==> src/rtl/bpc_pkg.sv <==
package bpc_pkg;

  // Pipeline depth: one register stage per entry, the last is the output register
  localparam int unsigned NumStages = 6;

  // Configuration port
  localparam int unsigned CfgIdxW  = 3;
  localparam int unsigned CfgDataW = 16;

  typedef enum logic [CfgIdxW-1:0] {
    CfgWordOne   = 3'd0,
    CfgWordTwo   = 3'd1,
    CfgWordThree = 3'd2,
    CfgWordFour  = 3'd3
  } cfg_idx_e;

  // Unpacked calibration coefficients
  typedef struct packed {
    logic [14:0] c1;
    logic [10:0] c5;
    logic [5:0]  c6;
    logic [9:0]  c4;
    logic [11:0] c2;
    logic [9:0]  c3;
  } coeff_t;

  // Per-stage load strobes from the handshake control to the datapath
  typedef struct packed {
    logic [NumStages-1:0] load;
  } pipe_ctrl_t;

  // Compensation constants
  localparam logic [15:0]        RefTempBase  = 16'd20224;
  localparam logic signed [17:0] SensBase     = 18'sd24576;
  localparam logic signed [16:0] PressRawBase = 17'sd7168;
  localparam logic signed [18:0] PressBase    = 19'sd2500;
  localparam logic signed [18:0] PressKnee    = 19'sd3500;
  localparam logic signed [15:0] TempBase     = 16'sd200;
  localparam logic [6:0]         TempSlopeOff = 7'd50;
  localparam logic [6:0]         CorrSlopeOff = 7'd24;
  localparam logic [9:0]         CorrGain     = 10'd11;

  // Output ranges
  localparam logic signed [25:0] PressMax = 26'sd8388607;
  localparam logic signed [25:0] PressMin = -26'sd8388608;
  localparam logic signed [16:0] TempMax  = 17'sd32767;
  localparam logic signed [16:0] TempMin  = -17'sd32768;

endpackage

==> src/rtl/bpc_cfg.sv <==
module bpc_cfg import bpc_pkg::*; (
  input  logic                clk_i,
  input  logic                rst_ni,
  input  logic                cfg_we_i,
  input  logic [CfgIdxW-1:0]  cfg_idx_i,
  input  logic [CfgDataW-1:0] cfg_wdata_i,
  output coeff_t              coeff_o
);

  logic [15:0] w1_q, w2_q, w3_q, w4_q;

  // Store calibration words; drop writes to unknown indexes
  always_ff @(posedge clk_i or negedge rst_ni) begin
    if (!rst_ni) begin
      w1_q <= '0;
      w2_q <= '0;
      w3_q <= '0;
      w4_q <= '0;
    end else if (cfg_we_i) begin
      unique case (cfg_idx_e'(cfg_idx_i))
        CfgWordOne:   w1_q <= cfg_wdata_i;
        CfgWordTwo:   w2_q <= cfg_wdata_i;
        CfgWordThree: w3_q <= cfg_wdata_i;
        CfgWordFour:  w4_q <= cfg_wdata_i;
        default: ;
      endcase
    end
  end

  // Unpack the six coefficients
  always_comb begin
    coeff_o.c1 = w1_q[15:1];
    coeff_o.c5 = {w1_q[0], w2_q[15:6]};
    coeff_o.c6 = w2_q[5:0];
    coeff_o.c4 = w3_q[15:6];
    coeff_o.c2 = {w3_q[5:0], w4_q[5:0]};
    coeff_o.c3 = w4_q[15:6];
  end

endmodule

==> src/rtl/bpc_ctrl.sv <==
module bpc_ctrl import bpc_pkg::*; (
  input  logic       clk_i,
  input  logic       rst_ni,
  input  logic       in_valid_i,
  output logic       in_stall_o,
  output logic       out_valid_o,
  input  logic       out_stall_i,
  output pipe_ctrl_t ctrl_o
);

  logic [NumStages-1:0] valid_q, valid_d;
  logic [NumStages-1:0] ready;
  logic [NumStages-1:0] vin;

  // A stage may take a beat when empty or when the stage after it moves on
  always_comb begin
    ready[NumStages-1] = !valid_q[NumStages-1] || !out_stall_i;
    for (int k = NumStages - 2; k >= 0; k--) begin
      ready[k] = !valid_q[k] || ready[k+1];
    end
    vin = {valid_q[NumStages-2:0], in_valid_i};
    for (int k = 0; k < NumStages; k++) begin
      ctrl_o.load[k] = ready[k] && vin[k];
      valid_d[k]     = ready[k] ? vin[k] : valid_q[k];
    end
  end

  // Advance valid bits alongside the data
  always_ff @(posedge clk_i or negedge rst_ni) begin
    if (!rst_ni) begin
      valid_q <= '0;
    end else begin
      valid_q <= valid_d;
    end
  end

  assign in_stall_o  = !ready[0];
  assign out_valid_o = valid_q[NumStages-1];

endmodule

==> src/rtl/bpc_dp.sv <==
module bpc_dp import bpc_pkg::*; (
  input  logic               clk_i,
  input  pipe_ctrl_t         ctrl_i,
  input  coeff_t             coeff_i,
  input  logic [15:0]        pressure_raw_i,
  input  logic [15:0]        temp_raw_i,
  output logic signed [23:0] pressure_pa_o,
  output logic signed [15:0] temp_tenths_c_o
);

  // ---------------- stage 1: temperature offset dT ----------------
  logic [15:0]        ut1;
  logic signed [16:0] s1_dt_d, s1_dt_q;
  logic [15:0]        s1_d1_q;

  always_comb begin
    ut1     = {2'b00, coeff_i.c5, 3'b000} + RefTempBase;
    s1_dt_d = $signed({1'b0, temp_raw_i}) - $signed({1'b0, ut1});
  end

  always_ff @(posedge clk_i) begin
    if (ctrl_i.load[0]) begin
      s1_dt_q <= s1_dt_d;
      s1_d1_q <= pressure_raw_i;
    end
  end

  // ---------------- stage 2: first-order TEMP, OFF, SENS ----------------
  logic [6:0]         c6p50;
  logic signed [24:0] mul_t;
  logic signed [26:0] mul_o;
  logic signed [27:0] mul_s;
  logic signed [24:0] mul_t_sh;
  logic signed [26:0] mul_o_sh;
  logic signed [27:0] mul_s_sh;
  logic signed [15:0] s2_temp_d, s2_temp_q;
  logic signed [15:0] s2_off_d, s2_off_q;
  logic signed [17:0] s2_sens_d, s2_sens_q;
  logic [15:0]        s2_d1_q;

  always_comb begin
    c6p50    = {1'b0, coeff_i.c6} + TempSlopeOff;
    mul_t    = s1_dt_q * $signed({1'b0, c6p50});
    // C4 - 512 is C4 with its top bit flipped, read as signed
    mul_o    = s1_dt_q * $signed({~coeff_i.c4[9], coeff_i.c4[8:0]});
    mul_s    = s1_dt_q * $signed({1'b0, coeff_i.c3});
    mul_t_sh = mul_t >>> 10;
    mul_o_sh = mul_o >>> 12;
    mul_s_sh = mul_s >>> 10;
    s2_temp_d = $signed(mul_t_sh[15:0]) + TempBase;
    s2_off_d  = $signed({2'b00, coeff_i.c2, 2'b00}) + $signed(mul_o_sh[15:0]);
    s2_sens_d = $signed({3'b000, coeff_i.c1}) + $signed(mul_s_sh[17:0]) + SensBase;
  end

  always_ff @(posedge clk_i) begin
    if (ctrl_i.load[1]) begin
      s2_temp_q <= s2_temp_d;
      s2_off_q  <= s2_off_d;
      s2_sens_q <= s2_sens_d;
      s2_d1_q   <= s1_d1_q;
    end
  end

  // ---------------- stage 3: SENS product, cold-side square ----------------
  logic signed [16:0] d1_off;
  logic signed [34:0] s3_pm_d, s3_pm_q;
  logic signed [15:0] cold_diff;
  logic [12:0]        dd;
  logic [24:0]        s3_dsq_d, s3_dsq_q;
  logic signed [15:0] s3_off_q;
  logic signed [15:0] s3_temp_q;

  always_comb begin
    d1_off    = $signed({1'b0, s2_d1_q}) - PressRawBase;
    s3_pm_d   = s2_sens_q * d1_off;
    cold_diff = TempBase - s2_temp_q;
    // Only below 20.0 C does the correction apply; zero distance kills it
    dd        = (s2_temp_q < TempBase) ? cold_diff[12:0] : '0;
    s3_dsq_d  = 25'(dd) * 25'(dd);
  end

  always_ff @(posedge clk_i) begin
    if (ctrl_i.load[2]) begin
      s3_pm_q   <= s3_pm_d;
      s3_dsq_q  <= s3_dsq_d;
      s3_off_q  <= s2_off_q;
      s3_temp_q <= s2_temp_q;
    end
  end

  // ---------------- stage 4: first-order P, T2 ----------------
  logic signed [34:0] pm_sh;
  logic signed [20:0] x;
  logic signed [24:0] x10;
  logic signed [24:0] x10_sh;
  logic [6:0]         c6p24;
  logic [9:0]         corr_k;
  logic [34:0]        t2_prod;
  logic [34:0]        t2_sh;
  logic signed [18:0] s4_p_d, s4_p_q;
  logic [14:0]        s4_t2_d, s4_t2_q;
  logic signed [15:0] s4_temp_q;

  always_comb begin
    pm_sh   = s3_pm_q >>> 14;
    x       = $signed(pm_sh[20:0]) - 21'(s3_off_q);
    x10     = 25'(x) * 25'sd10;
    x10_sh  = x10 >>> 5;
    s4_p_d  = $signed(x10_sh[18:0]) + PressBase;
    c6p24   = {1'b0, coeff_i.c6} + CorrSlopeOff;
    corr_k  = 10'(c6p24) * CorrGain;
    t2_prod = 35'(corr_k) * 35'(s3_dsq_q);
    t2_sh   = t2_prod >> 20;
    s4_t2_d = t2_sh[14:0];
  end

  always_ff @(posedge clk_i) begin
    if (ctrl_i.load[3]) begin
      s4_p_q    <= s4_p_d;
      s4_t2_q   <= s4_t2_d;
      s4_temp_q <= s3_temp_q;
    end
  end

  // ---------------- stage 5: P2 product, final temperature ----------------
  logic [16:0]        t2x3;
  logic signed [18:0] p_knee;
  logic signed [35:0] s5_pp_d, s5_pp_q;
  logic signed [16:0] temp_f;
  logic signed [15:0] s5_temp_d, s5_temp_q;
  logic signed [18:0] s5_p_q;

  always_comb begin
    t2x3    = {1'b0, s4_t2_q, 1'b0} + {2'b00, s4_t2_q};
    p_knee  = s4_p_q - PressKnee;
    s5_pp_d = $signed({1'b0, t2x3}) * p_knee;
    temp_f  = 17'(s4_temp_q) - $signed({2'b00, s4_t2_q});
    // Saturate temperature to its field range
    if (temp_f > TempMax) begin
      s5_temp_d = TempMax[15:0];
    end else if (temp_f < TempMin) begin
      s5_temp_d = TempMin[15:0];
    end else begin
      s5_temp_d = temp_f[15:0];
    end
  end

  always_ff @(posedge clk_i) begin
    if (ctrl_i.load[4]) begin
      s5_pp_q   <= s5_pp_d;
      s5_p_q    <= s4_p_q;
      s5_temp_q <= s5_temp_d;
    end
  end

  // ---------------- stage 6: output register ----------------
  logic signed [35:0] pp_sh;
  logic signed [21:0] p_fin;
  logic signed [25:0] pa;
  logic signed [23:0] s6_pa_d, s6_pa_q;
  logic signed [15:0] s6_temp_q;

  always_comb begin
    pp_sh = s5_pp_q >>> 14;
    p_fin = 22'(s5_p_q) - $signed(pp_sh[21:0]);
    pa    = 26'(p_fin) * 26'sd10;
    // Saturate pressure to its field range
    if (pa > PressMax) begin
      s6_pa_d = PressMax[23:0];
    end else if (pa < PressMin) begin
      s6_pa_d = PressMin[23:0];
    end else begin
      s6_pa_d = pa[23:0];
    end
  end

  always_ff @(posedge clk_i) begin
    if (ctrl_i.load[5]) begin
      s6_pa_q   <= s6_pa_d;
      s6_temp_q <= s5_temp_q;
    end
  end

  assign pressure_pa_o   = s6_pa_q;
  assign temp_tenths_c_o = s6_temp_q;

endmodule

==> src/rtl/baro_pressure_temp_compensation_core.sv <==
// Barometric pressure and temperature compensation core.
// Configuration: four 16-bit calibration words, reset to zero, are written
// through cfg_we_i, cfg_idx_i (0 to 3, other indexes are ignored) and
// cfg_wdata_i, by the user only while the core is idle (not enforced here).
// Input channel: one beat carries a raw pressure word and a raw temperature
// word (in_valid_i / in_stall_o). Output channel: one beat carries pressure
// in pascal and temperature in tenths of a degree Celsius, both saturated
// (out_valid_o / out_stall_i).
// An accepted input beat passes through the six register stages of the
// datapath on its way to the output.
// Throughput: one beat per cycle while out_stall_i is low, all stages moving.
// When the receiver stalls, the output register holds its beat unchanged;
// empty stages behind it keep filling, and once the pipeline is full the
// input channel stalls. Nothing is dropped or repeated.
// Reset clears all valid bits and the calibration words; the core accepts
// input as soon as reset is released.
module baro_pressure_temp_compensation_core import bpc_pkg::*; (
  input  logic                clk_i,
  input  logic                rst_ni,
  input  logic                cfg_we_i,
  input  logic [CfgIdxW-1:0]  cfg_idx_i,
  input  logic [CfgDataW-1:0] cfg_wdata_i,
  input  logic                in_valid_i,
  output logic                in_stall_o,
  input  logic [15:0]         pressure_raw_i,
  input  logic [15:0]         temp_raw_i,
  output logic                out_valid_o,
  input  logic                out_stall_i,
  output logic signed [23:0]  pressure_pa_o,
  output logic signed [15:0]  temp_tenths_c_o
);

  coeff_t     coeff;
  pipe_ctrl_t ctrl;

  bpc_cfg u_cfg (
    .clk_i       (clk_i),
    .rst_ni      (rst_ni),
    .cfg_we_i    (cfg_we_i),
    .cfg_idx_i   (cfg_idx_i),
    .cfg_wdata_i (cfg_wdata_i),
    .coeff_o     (coeff)
  );

  bpc_ctrl u_ctrl (
    .clk_i       (clk_i),
    .rst_ni      (rst_ni),
    .in_valid_i  (in_valid_i),
    .in_stall_o  (in_stall_o),
    .out_valid_o (out_valid_o),
    .out_stall_i (out_stall_i),
    .ctrl_o      (ctrl)
  );

  bpc_dp u_dp (
    .clk_i           (clk_i),
    .ctrl_i          (ctrl),
    .coeff_i         (coeff),
    .pressure_raw_i  (pressure_raw_i),
    .temp_raw_i      (temp_raw_i),
    .pressure_pa_o   (pressure_pa_o),
    .temp_tenths_c_o (temp_tenths_c_o)
  );

endmodule
==> config.mk <==
export PLATFORM = sky130hd
export DESIGN_NAME = baro_pressure_temp_compensation_core
export DESIGN_NICKNAME = d
export VERILOG_FILES = /design/src/rtl/bpc_pkg.sv /design/src/rtl/bpc_cfg.sv /design/src/rtl/bpc_ctrl.sv /design/src/rtl/bpc_dp.sv /design/src/rtl/baro_pressure_temp_compensation_core.sv
export SDC_FILE = /design/constraint.sdc
export NUM_CORES = 2
export LEC_CHECK = 0
export CELL_PAD_IN_SITES_DETAIL_PLACEMENT = 1
export CELL_PAD_IN_SITES_GLOBAL_PLACEMENT = 2
export CORE_MARGIN = 5
export CORE_UTILIZATION = 35
export CTS_BUF_LIST = sky130_fd_sc_hd__clkbuf_16
export CTS_CLUSTER_SIZE = 16
export DETAILED_ROUTE_END_ITERATION = 8
export DONT_BUFFER_PORTS = 1
export PLACE_DENSITY_LB_ADDON = 0.1
export SYNTH_ARGS = -nofsm -noshare
export SYNTH_HDL_FRONTEND = slang
export SYNTH_SLANG_ARGS = --single-unit
==> constraint.sdc <==
create_clock -name clk_i -period 11.6 [get_ports clk_i]
set_input_delay 1.16 -clock clk_i [delete_from_list [all_inputs] [get_ports clk_i]]
set_output_delay 1.16 -clock clk_i [all_outputs]
set_load 0.1 [all_outputs]
# Word level (Yosys, flattened, before mapping)
# Cells that the tools add are included.
# op_classes
n_lt_le_gt_ge	5
bitwise	1
reduce_logical	25
mux	3
addsub	16
eq_ne	3
multipliers	10
# op_table
cell	n
multiplier 18 x 19 -> 36 bit	1
multiplier 10 x 25 -> 35 bit	1
multiplier 18 x 17 -> 35 bit	1
subtractor 16 x 16 -> 17 bit	2
multiplier 17 x 11 -> 28 bit	1
multiplier 17 x 10 -> 27 bit	1
> comparator 26 x 24 -> 1 bit (second input constant)	1
< comparator 26 x 24 -> 1 bit (second input constant)	1
multiplier 13 x 13 -> 25 bit	1
multiplier 17 x 8 -> 25 bit	1
multiplier 22 x 4 -> 25 bit (second input constant)	1
2-to-1 mux 24 bit	1
multiplier 21 x 4 -> 23 bit (second input constant)	1
subtractor 19 x 22 -> 22 bit	1
subtractor 21 x 16 -> 21 bit	1
adder 19 x 13 -> 19 bit (second input constant)	1
subtractor 19 x 13 -> 19 bit (second input constant)	1
adder 16 x 18 -> 18 bit	1
adder 18 x 16 -> 18 bit (second input constant)	1
adder 16 x 15 -> 17 bit	1
> comparator 17 x 16 -> 1 bit (second input constant)	1
< comparator 17 x 16 -> 1 bit (second input constant)	1
subtractor 16 x 13 -> 17 bit (second input constant)	1
adder 14 x 15 -> 16 bit (second input constant)	1
17 further kinds	38
# word_totals
regBits	422
inputBits	56
word_cells	91

# Logic depth before layout (Yosys ltp)
# logic_depth
word_depth	8
mapped_depth	39
ltp_nobuf	38

# Cells and area by module
# From an unflattened synthesis, not the netlist that was laid out.
# hier_totals
hier_cells	7336
area_unflattened_um2	71482.3
# modules_own_cells
mod	n_inst	cells_per_inst	area_per_inst_um2
bpc_dp	1	7174	68752.2
bpc_cfg	1	138	2447.3
bpc_ctrl	1	24	282.8

# Worst setup path after synthesis
# OpenSTA, ideal clock, no wires.
# synth_timing
path_kind	register to register
startpoint	register u_dp.s4_t2_q[1]
endpoint	register u_dp.s5_pp_q[35], data pin
t_arrival_ns	8.456
path_slack_ns	2.884
n_path_buf	1
stages_incl_launch_ff	38
setup_ns	0.260
synth_period_minus_slack_ns	8.716
t_required_ns	11.340
cell_sequence	edfxtp_1 > ha_1 > inv_1 > fa_1 > nor2b_1 > o21ai_0 > a21boi_0 > o21ai_1 > a21boi_1 > o21ai_0 > a21boi_1 > o21ai_0 > a21oi_1 > xnor2_1 > clkbuf_1 > nand2_1 > fa_1 > inv_1 > [... 2 more ...] > fa_1 > fa_1 > inv_1 > fa_1 > inv_1 > ha_1 > a21o_1 > a21o_1 > a21o_1 > nand2_1 > nand2_1 > a41o_1 > a41o_1 > o21a_1 > o21a_1 > o21a_2 > a221oi_2 > xnor2_1
# synth_between
elab_chain_cells	2
# synth_rtl
element	line	text
from (decl)	bpc_dp.sv:101	logic [14:0] s4_t2_d, s4_t2_q;
from (signal assigned)	bpc_dp.sv:120	s4_t2_q <= s4_t2_d;
adder 16 x 15 -> 17 bit	bpc_dp.sv:134	t2x3 = {1'b0, s4_t2_q, 1'b0} + {2'b00, s4_t2_q};
multiplier 18 x 19 -> 36 bit	bpc_dp.sv:136	s5_pp_d = $signed({1'b0, t2x3}) * p_knee;
named net u_dp.s5_pp_d[35]	bpc_dp.sv:128	logic signed [35:0] s5_pp_d, s5_pp_q;
to (signal assigned)	bpc_dp.sv:150	s5_pp_q <= s5_pp_d;
to (decl)	bpc_dp.sv:128	
# The timed path passes the listed nets, and every way through them passes these cells.
# A chain may end at the register's enable or synchronous reset.

# Worst setup path after layout
# layout_timing
startpoint	register u_dp.s4_t2_q[0]
endpoint	register u_dp.s5_pp_q[35], data pin
# Same word-level chain as after synthesis.

==> impl_metrics.csv <==
group,metric,value,unit
outcome,status,"finished clean",
logic_synthesis,synth_top_family_by_area,"adder cells",
logic_synthesis,synthArstFlopShare,17.8,%
floorplanning,die_w,460,µm
detailed_routing,drtPass1Iterations,5,
clock_tree,clock-sinks,393,
logic_synthesis,postSynthAreaPerCell,9.73,µm²
logic_synthesis,seq_area_frac_synth,16.1,%
timing,grt_setup_unrepaired,"no",
clock_tree,cts_root_buffer,"clkbuf_16",
worst_setup_path,critical_path_class,"flip-flop to flip-flop",
floorplanning,coreArea,202000,µm²
floorplanning,dieArea,212000,µm²
worst_setup_path,crit_arrival,10.37,ns
worst_setup_path,reg2reg_slack,1.65,ns
timing,min_period_over_period,85.7,%
worst_setup_path,cp-startpoint,"u_dp.s4_t2_q[0]$_DFFE_PP_",
placement,portBuffers,0,
worst_setup_path,r2r-end,"u_dp.s5_pp_q[35]$_DFFE_PP_",
worst_setup_path,worstPathRequired,12.02,ns
global_routing,grt_overflow_total,0,
timing,worstMarginPinSlew,1.15,ns
detailed_routing,post_drt_wl_per_cell,19.5,µm
logic_synthesis,ys_ff_latch,393,
flow_run,maxCapViolations,0,
worst_setup_path,rr_worst_depth,37,
detailed_routing,drc,0,
logic_synthesis,synth-compound-area-share,5.51,%
detailed_routing,drt_iter0_markers,1852,
detailed_routing,vias_per_cell,4.77,
logic_synthesis,synthMuxAreaShare,0.881,%
logic_synthesis,ys.flop_type,"edfxtp_1",
clock_tree,cts.hold.buffers_added,0,
worst_setup_path,slowest_stage,"fa_1",
clock_tree,cts_max_path_buffers,3,
placement,dp_hpwl,157000,µm
clock_tree,post_cts_buffers,0,
detailed_routing,ant_nets,0,
final_layout,drive_above_1_share,3.95,%
floorplanning,io_pins,98,
logic_synthesis,synth-xor-area-share,4.37,%
clock_tree,insertion_delay,0.69,ns
logic_synthesis,yosys_warnings,0,
detailed_routing,wl,194000,µm
timing,finalHoldViolations,0,
clock_tree,clk_pin_slew_worst_paths,0.06,ns
floorplanning,rows,165,
logic_synthesis,syn_inst,7303,
global_routing,grt_pass1_wl,313000,µm
clock_tree,post_cts_resized,0,
global_routing,grt_max_degree,71,
logic_synthesis,syn-cell-area,71000,µm²
logic_synthesis,ys_types,89,
clock_tree,cts_buffers,54,
floorplanning,start_util,35.1,%
logic_synthesis,synthAdderAreaFrac,49.3,%
worst_setup_path,cpPeakStageDelay,0.52,ns
global_routing,grtUsageTotal,18.9,%
global_routing,grt_antenna_before_repair,17,
worst_hold_path,min_path_type,"input port to async pin",
final_layout,area_growth,7.11,%
timing,setup_violations,0,
floorplanning,die_y,460,µm
worst_setup_path,cpMostUsedCell,"fa_1",
global_routing,grt_pass1_vias,54000,
worst_setup_path,cp-endpoint,"u_dp.s5_pp_q[35]$_DFFE_PP_",
logic_synthesis,synth_edf_count,323,
timing,clock_skew,0.0392,ns
timing,clock.fmax,101,MHz
worst_setup_path,worstReg2RegStart,"u_dp.s4_t2_q[0]$_DFFE_PP_",
worst_setup_path,crit_fanout,20,
worst_setup_path,critPathCaptureType,"flip-flop",
logic_synthesis,synthSimpleGateAreaFrac,13.7,%
placement,place_congestion,0.794,
timing,timing.final.crit_period,9.95,ns
detailed_routing,vias,47500,
clock_tree,tritoncts,"built",
timing,relSlewSlack,22.5,%
final_layout,nets,9304,
timing,drv_slew,0,
worst_setup_path,startpoint_type,"flip-flop",
clock_tree,ctsHtreeMaxLevel,2,
timing,tns,0,ns
-- worst min-delay path by stage --
stage	endpoint	cells after the start	from	slack, ns
floorplan	u_dp.s2_d1_q[0]$_DFFE_PP_	0	u_dp.s1_d1_q[0]$_DFFE_PP_	0.40
global placement	u_dp.s2_d1_q[5]$_DFFE_PP_	0	u_dp.s1_d1_q[5]$_DFFE_PP_	0.40
detailed placement	u_dp.s3_off_q[10]$_DFFE_PP_	0	u_dp.s2_off_q[10]$_DFFE_PP_	0.41
CTS	u_cfg.w2_q[9]$_DFFE_PN0P_	0	rst_ni	0.09
global route	u_cfg.w4_q[14]$_DFFE_PN0P_	0	rst_ni	0.12
finish	u_cfg.w4_q[14]$_DFFE_PN0P_	0	rst_ni	0.18
-- cells in the mapped netlist, drive strengths merged, types with 11 or more instances --
| cell | n | area (µm²) |
|---|---|---|
| a21oi | 181 | 910 |
| nor2b | 95 | 594 |
| xor2 | 104 | 918 |
| o21ai | 135 | 683 |
| a211oi | 12 | 95.1 |
| nand3 | 39 | 195 |
| or3 | 16 | 100 |
| fa | 1306 | 26100 |
| dfrtp | 70 | 1750 |
| edfxtp | 323 | 9700 |
| inv | 1697 | 6370 |
| nor2 | 279 | 1050 |
| nand4 | 13 | 81.3 |
| a31oi | 11 | 68.8 |
| ha | 708 | 8860 |
| xnor2 | 248 | 2190 |
| and2 | 524 | 3280 |
| or2 | 28 | 175 |
| nand2b | 116 | 726 |
| nand2 | 735 | 2760 |
| nor3 | 83 | 415 |
| mux2 | 52 | 586 |
| a21o | 71 | 533 |
| buf | 12 | 56.3 |
| o21bai | 40 | 304 |
| and3 | 18 | 113 |
| o21a | 44 | 332 |
| clkbuf | 197 | 741 |
| o31ai | 12 | 90.1 |
-- metrics by stage --
step | setup slack (ns) | hold slack (ns) | utilization [%] | instance area (µm²) | cells
2_1_floorplan | 2.88 | 0.400 | - | 71000 | 7308
3_3_place_gp | 1.82 | 0.401 | 36.8 | 74300 | 9850
3_5_place_dp | 1.60 | 0.405 | 36.8 | 74300 | 9850
4_1_cts | 1.57 | 0.0860 | 37.6 | 76100 | 9946
5_1_grt | 0.919 | 0.118 | 37.6 | 76100 | 9949
6_report | 1.65 | 0.177 | 37.6 | 76100 | 9951
-- critical path: cells and delay by family (launching register included) --
family | cells | cell delay [ns]
multiplexers | 1 | 0.39
AO/OA/AOI/OAI | 16 | 3.69
adder cells (fa/ha/maj) | 9 | 3.69
flip-flops | 1 | 0.32
XOR/XNOR | 1 | 0.11
buffers and inverters | 5 | 0.69
AND/OR/NAND/NOR | 5 | 0.78
-- flip-flops by register name, summed over array words and instances (netlist names), 17 cells and up --
name / cells
u_dp.s1_dt_q: 17
u_dp.s4_p_q: 19
u_dp.s5_pp_q: 22
u_dp.s2_sens_q: 18
u_dp.s3_dsq_q: 24
u_dp.pressure_pa_o: 24
u_dp.s5_p_q: 19
u_dp.s3_pm_q: 21
-- logic make-up after synthesis --
| logic type | count (synthesis) |
|---|---|
| compound gates | 602 |
| flops | 393 |
| buf+inv | 1906 |
| simple gates | 1978 |
| fa+ha+maj | 2014 |
| mux | 56 |
| other cells | 2 |
| xor+xnor | 352 |
-- per-layer routing --
layer / global-route usage [%] / vias up / part of all wire [%]
met5: 0 / - / 0.0036
met4: 3.31 / 2 / 1.8
met3: 2.15 / 137 / 2.9
met2: 32.2 / 466 / 48
met1: 26.1 / 24800 / 47
li1: - / 22100 / -
-- layout make-up --
class,instances,area [µm²]
diodes,5,12.5
fillers,22900,126000
repair buffers,79,593
clock inverters,42,412
multi-input cells,5009,52500
flip-flops and latches,393,11500
clock buffers,54,1350
well taps,2672,3340
inverters,1697,6370
-- layout by cell type, fill, tap and decap left out, types with 71 or more instances in the layout --
cell,count
a21o_1,71
a21oi_1,180
and2_1,520
buf_4,79
edfxtp_1,323
fa_1,1306
ha_1,708
inv_1,1703
nand2_1,735
nand2b_1,116
nor2_1,278
nor2b_1,94
nor3_1,82
o21ai_0,116
xnor2_1,242
xor2_1,100
Power is left out: the tool's default activity adds up to more than one toggle a clock period on the data nets, which glitch-free logic cannot reach.
